[src/rtl/rgb_conv3x3_filter_macros.svh]
// Assertion macros used by the filter's top-level RTL.
`ifndef RGB_CONV3X3_FILTER_MACROS_SVH
`define RGB_CONV3X3_FILTER_MACROS_SVH

// The consequent must hold in the same cycle as the antecedent.
`define RCF_ASSERT_SAME(lbl, ante, cons, msg) \
    lbl: assert property (@(posedge i_clk) disable iff (!i_rst_n) (ante) |-> (cons)) \
        else $error(msg);

// The consequent must hold in the cycle after the antecedent.
`define RCF_ASSERT_NEXT(lbl, ante, cons, msg) \
    lbl: assert property (@(posedge i_clk) disable iff (!i_rst_n) (ante) |=> (cons)) \
        else $error(msg);

`endif

[src/rtl/rcf_pkg.sv]
`default_nettype none
package rcf_pkg;

    localparam int MAX_WIDTH_DEF  = 1024;
    localparam int MAX_HEIGHT_DEF = 1024;
    localparam int DIM_W          = 14;
    localparam int CNT_W          = 10;
    localparam int PIX_W          = 24;
    localparam int ACC_W          = 20;
    localparam int DIVD_W         = 19;
    localparam int DVSR_W         = 10;
    localparam int TAPS           = 9;
    localparam int ADDR_W         = 5;

    localparam logic [2:0] REG_KTOP   = 3'd0;
    localparam logic [2:0] REG_KMID   = 3'd1;
    localparam logic [2:0] REG_KBOT   = 3'd2;
    localparam logic [2:0] REG_DIV    = 3'd3;
    localparam logic [2:0] REG_WIDTH  = 3'd4;
    localparam logic [2:0] REG_HEIGHT = 3'd5;

    typedef enum logic [2:0] {
        S_IDLE,
        S_UPDATE,
        S_MAC,
        S_DIVLD,
        S_DIV,
        S_OUT
    } t_state;

    typedef struct packed {
        logic [23:0] k_top;
        logic [23:0] k_mid;
        logic [23:0] k_bot;
        logic [9:0]  div;
        logic [10:0] width;
        logic [10:0] height;
    } t_cfg;

    typedef struct packed {
        logic accept;
        logic update;
        logic mac_step;
        logic div_load;
        logic div_step;
        logic out_load;
    } t_cmd;

    typedef struct packed {
        logic emit;
        logic tap_last;
        logic div_last;
        logic out_free;
    } t_sts;

endpackage
`default_nettype wire

[src/rtl/rcf_ctrl.sv]
`default_nettype none
module rcf_ctrl (
    input  wire logic          i_clk,
    input  wire logic          i_rst_n,
    input  wire logic          i_in_valid,
    input  wire rcf_pkg::t_sts i_sts,
    output rcf_pkg::t_cmd      o_cmd
);

    rcf_pkg::t_state r_state;
    rcf_pkg::t_state n_state;

    always_ff @(posedge i_clk) begin
        if (!i_rst_n) begin
            r_state <= rcf_pkg::S_IDLE;
        end else begin
            r_state <= n_state;
        end
    end

    always_comb begin
        n_state = r_state;
        case (r_state)
            rcf_pkg::S_IDLE: begin
                if (i_in_valid) n_state = rcf_pkg::S_UPDATE;
            end
            rcf_pkg::S_UPDATE: begin
                n_state = i_sts.emit ? rcf_pkg::S_MAC : rcf_pkg::S_IDLE;
            end
            rcf_pkg::S_MAC: begin
                if (i_sts.tap_last) n_state = rcf_pkg::S_DIVLD;
            end
            rcf_pkg::S_DIVLD: begin
                n_state = rcf_pkg::S_DIV;
            end
            rcf_pkg::S_DIV: begin
                if (i_sts.div_last) n_state = rcf_pkg::S_OUT;
            end
            rcf_pkg::S_OUT: begin
                if (i_sts.out_free) n_state = rcf_pkg::S_IDLE;
            end
            default: n_state = rcf_pkg::S_IDLE;
        endcase
    end

    always_comb begin
        o_cmd = '0;
        case (r_state)
            rcf_pkg::S_IDLE:   o_cmd.accept   = 1'b1;
            rcf_pkg::S_UPDATE: o_cmd.update   = 1'b1;
            rcf_pkg::S_MAC:    o_cmd.mac_step = 1'b1;
            rcf_pkg::S_DIVLD:  o_cmd.div_load = 1'b1;
            rcf_pkg::S_DIV:    o_cmd.div_step = 1'b1;
            rcf_pkg::S_OUT:    o_cmd.out_load = i_sts.out_free;
            default:           o_cmd = '0;
        endcase
    end

endmodule
`default_nettype wire

[config.mk]
export PLATFORM = sky130hd
export DESIGN_NAME = rcf_ctrl
export DESIGN_NICKNAME = d
export VERILOG_FILES = /design/src/rtl/rgb_conv3x3_filter_macros.svh /design/src/rtl/rcf_pkg.sv /design/src/rtl/rcf_ctrl.sv
export SDC_FILE = /design/constraint.sdc
export NUM_CORES = 1
export LEC_CHECK = 0
export BUFFER_PORTS_ARGS = -buffer_cell sky130_fd_sc_hd__buf_2
export CAP_MARGIN = 20
export CORE_AREA = 2 2 39 41
export DETAILED_ROUTE_END_ITERATION = 8
export DIE_AREA = 0 0 41 43
export MAX_ROUTING_LAYER = met4
export PLACE_DENSITY = 0.32
export SLEW_MARGIN = 15
export SYNTH_ARGS = -nofsm -noshare
export SYNTH_HDL_FRONTEND = slang
export SYNTH_SLANG_ARGS = --single-unit
[constraint.sdc]
create_clock -name i_clk -period 2.55 [get_ports i_clk]
set_input_delay 0.3825 -clock i_clk [delete_from_list [all_inputs] [get_ports i_clk]]
set_output_delay 0.3825 -clock i_clk [all_outputs]
set_load 0.02 [all_outputs]
Word level (Yosys, flattened, before mapping):

Index checks and enable logic that the tools add are counted.

* register bits: 3
* input bits: 7
* output and inout bits: 6
* logic and storage cells: 24

* equal/unequal tests: 9
* multiplexer cells: 12
* reductions and logical operators: 2

Operators by type and width (count)
* one-hot mux 3 bit (6 select lines): 1
* two-way mux 3 bit: 4
* != test 2 bit, second input constant: 4
* equality test 3 x 2 -> 1 bit, second input constant: 2
* equality test 3 bit, second input constant: 2
* two-way mux 1 bit: 6
* AND reduction 4 bit: 1
* equality test 3 x 1 -> 1 bit, second input constant: 1
* logical NOT 3 bit: 1
* two-way mux 2 bit: 1

Depth between registers and ports, before layout:

* depth in word-level cells: 3
* depth in mapped cells: 3
* gate-level depth less buffers: 3

Worst setup path after synthesis:

No wires, ideal clock.

* path type: register -> output
* from: register r_state[2]
* to: output port o_cmd[1] (netlist name)
* arrival: 0.950 ns
* required time: 2.168 ns
* setup slack: 1.217 ns
* stages on the path, launching flop included: 3
* path buffers: 0
* cell sequence: dfxtp_1 -> inv_2 -> nor3_1

RTL lines
* start, declared: RTL line rcf_ctrl.sv:10 `rcf_pkg::t_state r_state;`
* start signal, assigned: RTL line rcf_ctrl.sv:15 `r_state <= rcf_pkg::S_IDLE;`
* start signal, assigned: RTL line rcf_ctrl.sv:17 `r_state <= n_state;`
* end, declared: RTL line rcf_ctrl.sv:7 `output rcf_pkg::t_cmd o_cmd`

==> results.yml <==
clock_network:
  numCtsBuffers: 3
  post_cts_buffers: 0
  htree_levels: 1
  cts_tree: "yes"
  clock_latency_ps: 230
  cts.sinks: 3
  cts_buffer_depth: 2
  cts-resized-gates: 0
  clk_pin_slew_ps: 40
  cts-root-buf: "clkbuf_4"
  hold_buffers: 0
critical_path:
  critPathArrivalTime_ps: 1250
  rr_endpoint: "r_state[0]"
  max_stage_delay_ps: 450
  worst_setup_path_start_kind: "register"
  reg2reg_from: "r_state[2]"
  reg2reg_slack_ps: 1420
  slowest_stage: "dfxtp_1"
  path_buf_inv: 1
  r2r_cells: 3
  end_kind: "output pin"
  crit_family: "flip-flops"
  critical_path_class: "register to output pin"
  crit_required_ps: 2170
  cp_cell_sequence: "nor2b_2 > and3_2 > buf_2"
  worst-path-max-fanout: 8
pwr:
  power.switching_mw: 0.0430
  combPwrFrac_pct: 16.9
  leakage_nw: 0.140
  power_frac_clock_pct: 50.2
  p_int_mw: 0.122
  p_seq_share_pct: 32.9
  switching_share_pct: 26.0
  p_total_mw: 0.165
  cellPowerDensity_mw_per_mm2: 552
  ir_drop_v: 0.000193
routing:
  dr.pass1.iters: 1
  drcViolationCount: 0
  drt-total-wl_microns: 493
  postRouteAntennaNets: 0
  wl_per_cell_microns: 9.30
  via_count: 213
  drtIter0Drc: 0
  vias_per_cell: 4.02
sta:
  finalWorstSetupSlack_ps: 921
  grt_setup_unrepaired: "no"
  post-route-min-period_ps: 1630
  period_share_pct: 63.9
  whs_ps: 392
  setup_viol: 0
  slew-limit-headroom_pct: 83.3
  tns_ps: 0
  tightestPinTransition_ps: 250
  fmax_ghz: 0.614
  finalHoldViolCount: 0
  slew_viol_final: 0
  fin_skew_ps: 2.70
yosys:
  syn_inst: 21
  yosysTopAreaCell: "dfxtp_1"
  yosysWarnings: 0
  synth_async_sr_flop_share_pct: 0
  ys_types: 16
  syn_nets: 28
  yosysTopAreaCellShare_pct: 31.2
  synth_edf_count: 0
  postSynthAreaPerCell_sq_um: 9.18
  synth.cell_area_sq_um: 193
  synth_commonest_cells: "3 x dfxtp_1, 3 x nor3_1, 2 x nor3b_2"
  yosysSeqAreaShare_pct: 31.2
  netlist_top_cells_area: "dfxtp_1 31%, nor3b_2 13%, nor3_1 7.8%"
  synth-seq-cells: 3
  dominantRegCellSynth: "dfxtp_1"
job:
  max_cap_violations: 0
global_routing:
  grt-ovfl-total: 0
  grtUsageTotal_pct: 7.81
  grt_pass1_wl_microns: 814
  grt_antenna_before_repair: 0
  grt_max_degree: 9
  grt.busiest_layer: "met2"
  grt_use_met2_pct: 10.9
  use_met3_pct: 6.28
  use_met1_pct: 6.41
  grt_pass1_vias: 197
finish:
  utilization_pct: 21.6
  syn2layout_area_growth_pct: 55.2
  n_antenna_cell: 0
  reg_top3: "r_state x3"
  drive_gt1_share_pct: 56.8
  fin_nets: 45
  fillerInstances: 162
  largest_reg_flops: 3
  finalInstanceArea_sq_um: 299
  final_cells: 53
  top_register: "r_state"
placement:
  io_buffers: 12
  post-place-cells: 49
  place_hpwl_microns: 400
  place_ws_ps: 1160
  routabilityCongestion: 0.618
  postPlaceCellArea_sq_um: 273
die:
  initial_core_util_pct: 13.9
  coreArea_sq_mm: 0.00138
  die_area_sq_mm: 0.00176
  die_h_microns: 43
  fp.dieW_microns: 41
  ioPinCount: 13
  rows: 14
worst_hold_path:
  hold_end: "r_state[2]"
  hold_depth: 2
  hp-start: "i_rst_n"
  min_path_type: "input pin to register"
run_status:
  status: "finished clean"
-- worst max path at each step --
stage	from	to	cells past startpoint
after detailed placement	r_state[0]	o_cmd[0]	3
final	r_state[0]	o_cmd[0]	3
after global placement	r_state[0]	o_cmd[0]	3
after global routing	r_state[0]	o_cmd[0]	3
after floorplan	r_state[2]	o_cmd[1]	2
after CTS	r_state[0]	o_cmd[0]	3
-- metal layers --
layer | up-vias | share of wire, %
met1 | 93 | 40
met4 | 0 | 1.2
li1 | 112 | -
met2 | 6 | 51
met3 | 2 | 7.9
met5 | - | 0
-- power by group through the flow --
stage | clock (mW) | combinational [mW] | sequential [mW]
after CTS | 0.0863 | 0.0284 | 0.0544
after floorplan | 0 | 0.0175 | 0.0541
after global placement | 0 | 0.0285 | 0.0551
final | 0.0829 | 0.0279 | 0.0544
after global routing | 0.0889 | 0.0309 | 0.0554
after detailed placement | 0 | 0.0283 | 0.0551
-- cell usage in the layout, fill, tap and decap left out, drive strengths merged --
cell    netlist  layout
a211oi        1       1
a21oi         1       1
and2          2       2
and3          2       2
buf           0      12
clkbuf        0       4
dfxtp         3       3
inv           1       1
mux2i         1       1
nor2b         2       2
nor3          3       3
nor3b         3       3
o21a          1       1
o31a          1       1
-- cell families (layout without fill, tap and decap cells) --
| group | count (synthesis) | in the layout | share of synthesized area [%] |
|---|---|---|---|
| simple gates | 12 | 12 | 46.8 |
| compound gates | 4 | 4 | 14.9 |
| flops | 3 | 3 | 31.2 |
| mux | 1 | 1 | 5.20 |
| buf+inv | 1 | 17 | 1.95 |
-- area by class of cell --
type | instances | area [sq um] | area share, %
Multi-Input combinational cell | 17 | 129 | 43.1
Sequential cell | 3 | 60.1 | 20.1
Timing Repair Buffer | 12 | 60.1 | 20.1
Clock buffer | 4 | 26.3 | 8.79
Tap cell | 16 | 20.0 | 6.69
Inverter | 1 | 3.75 | 1.26
No activity file was read; power rests on OpenSTA's default activity.
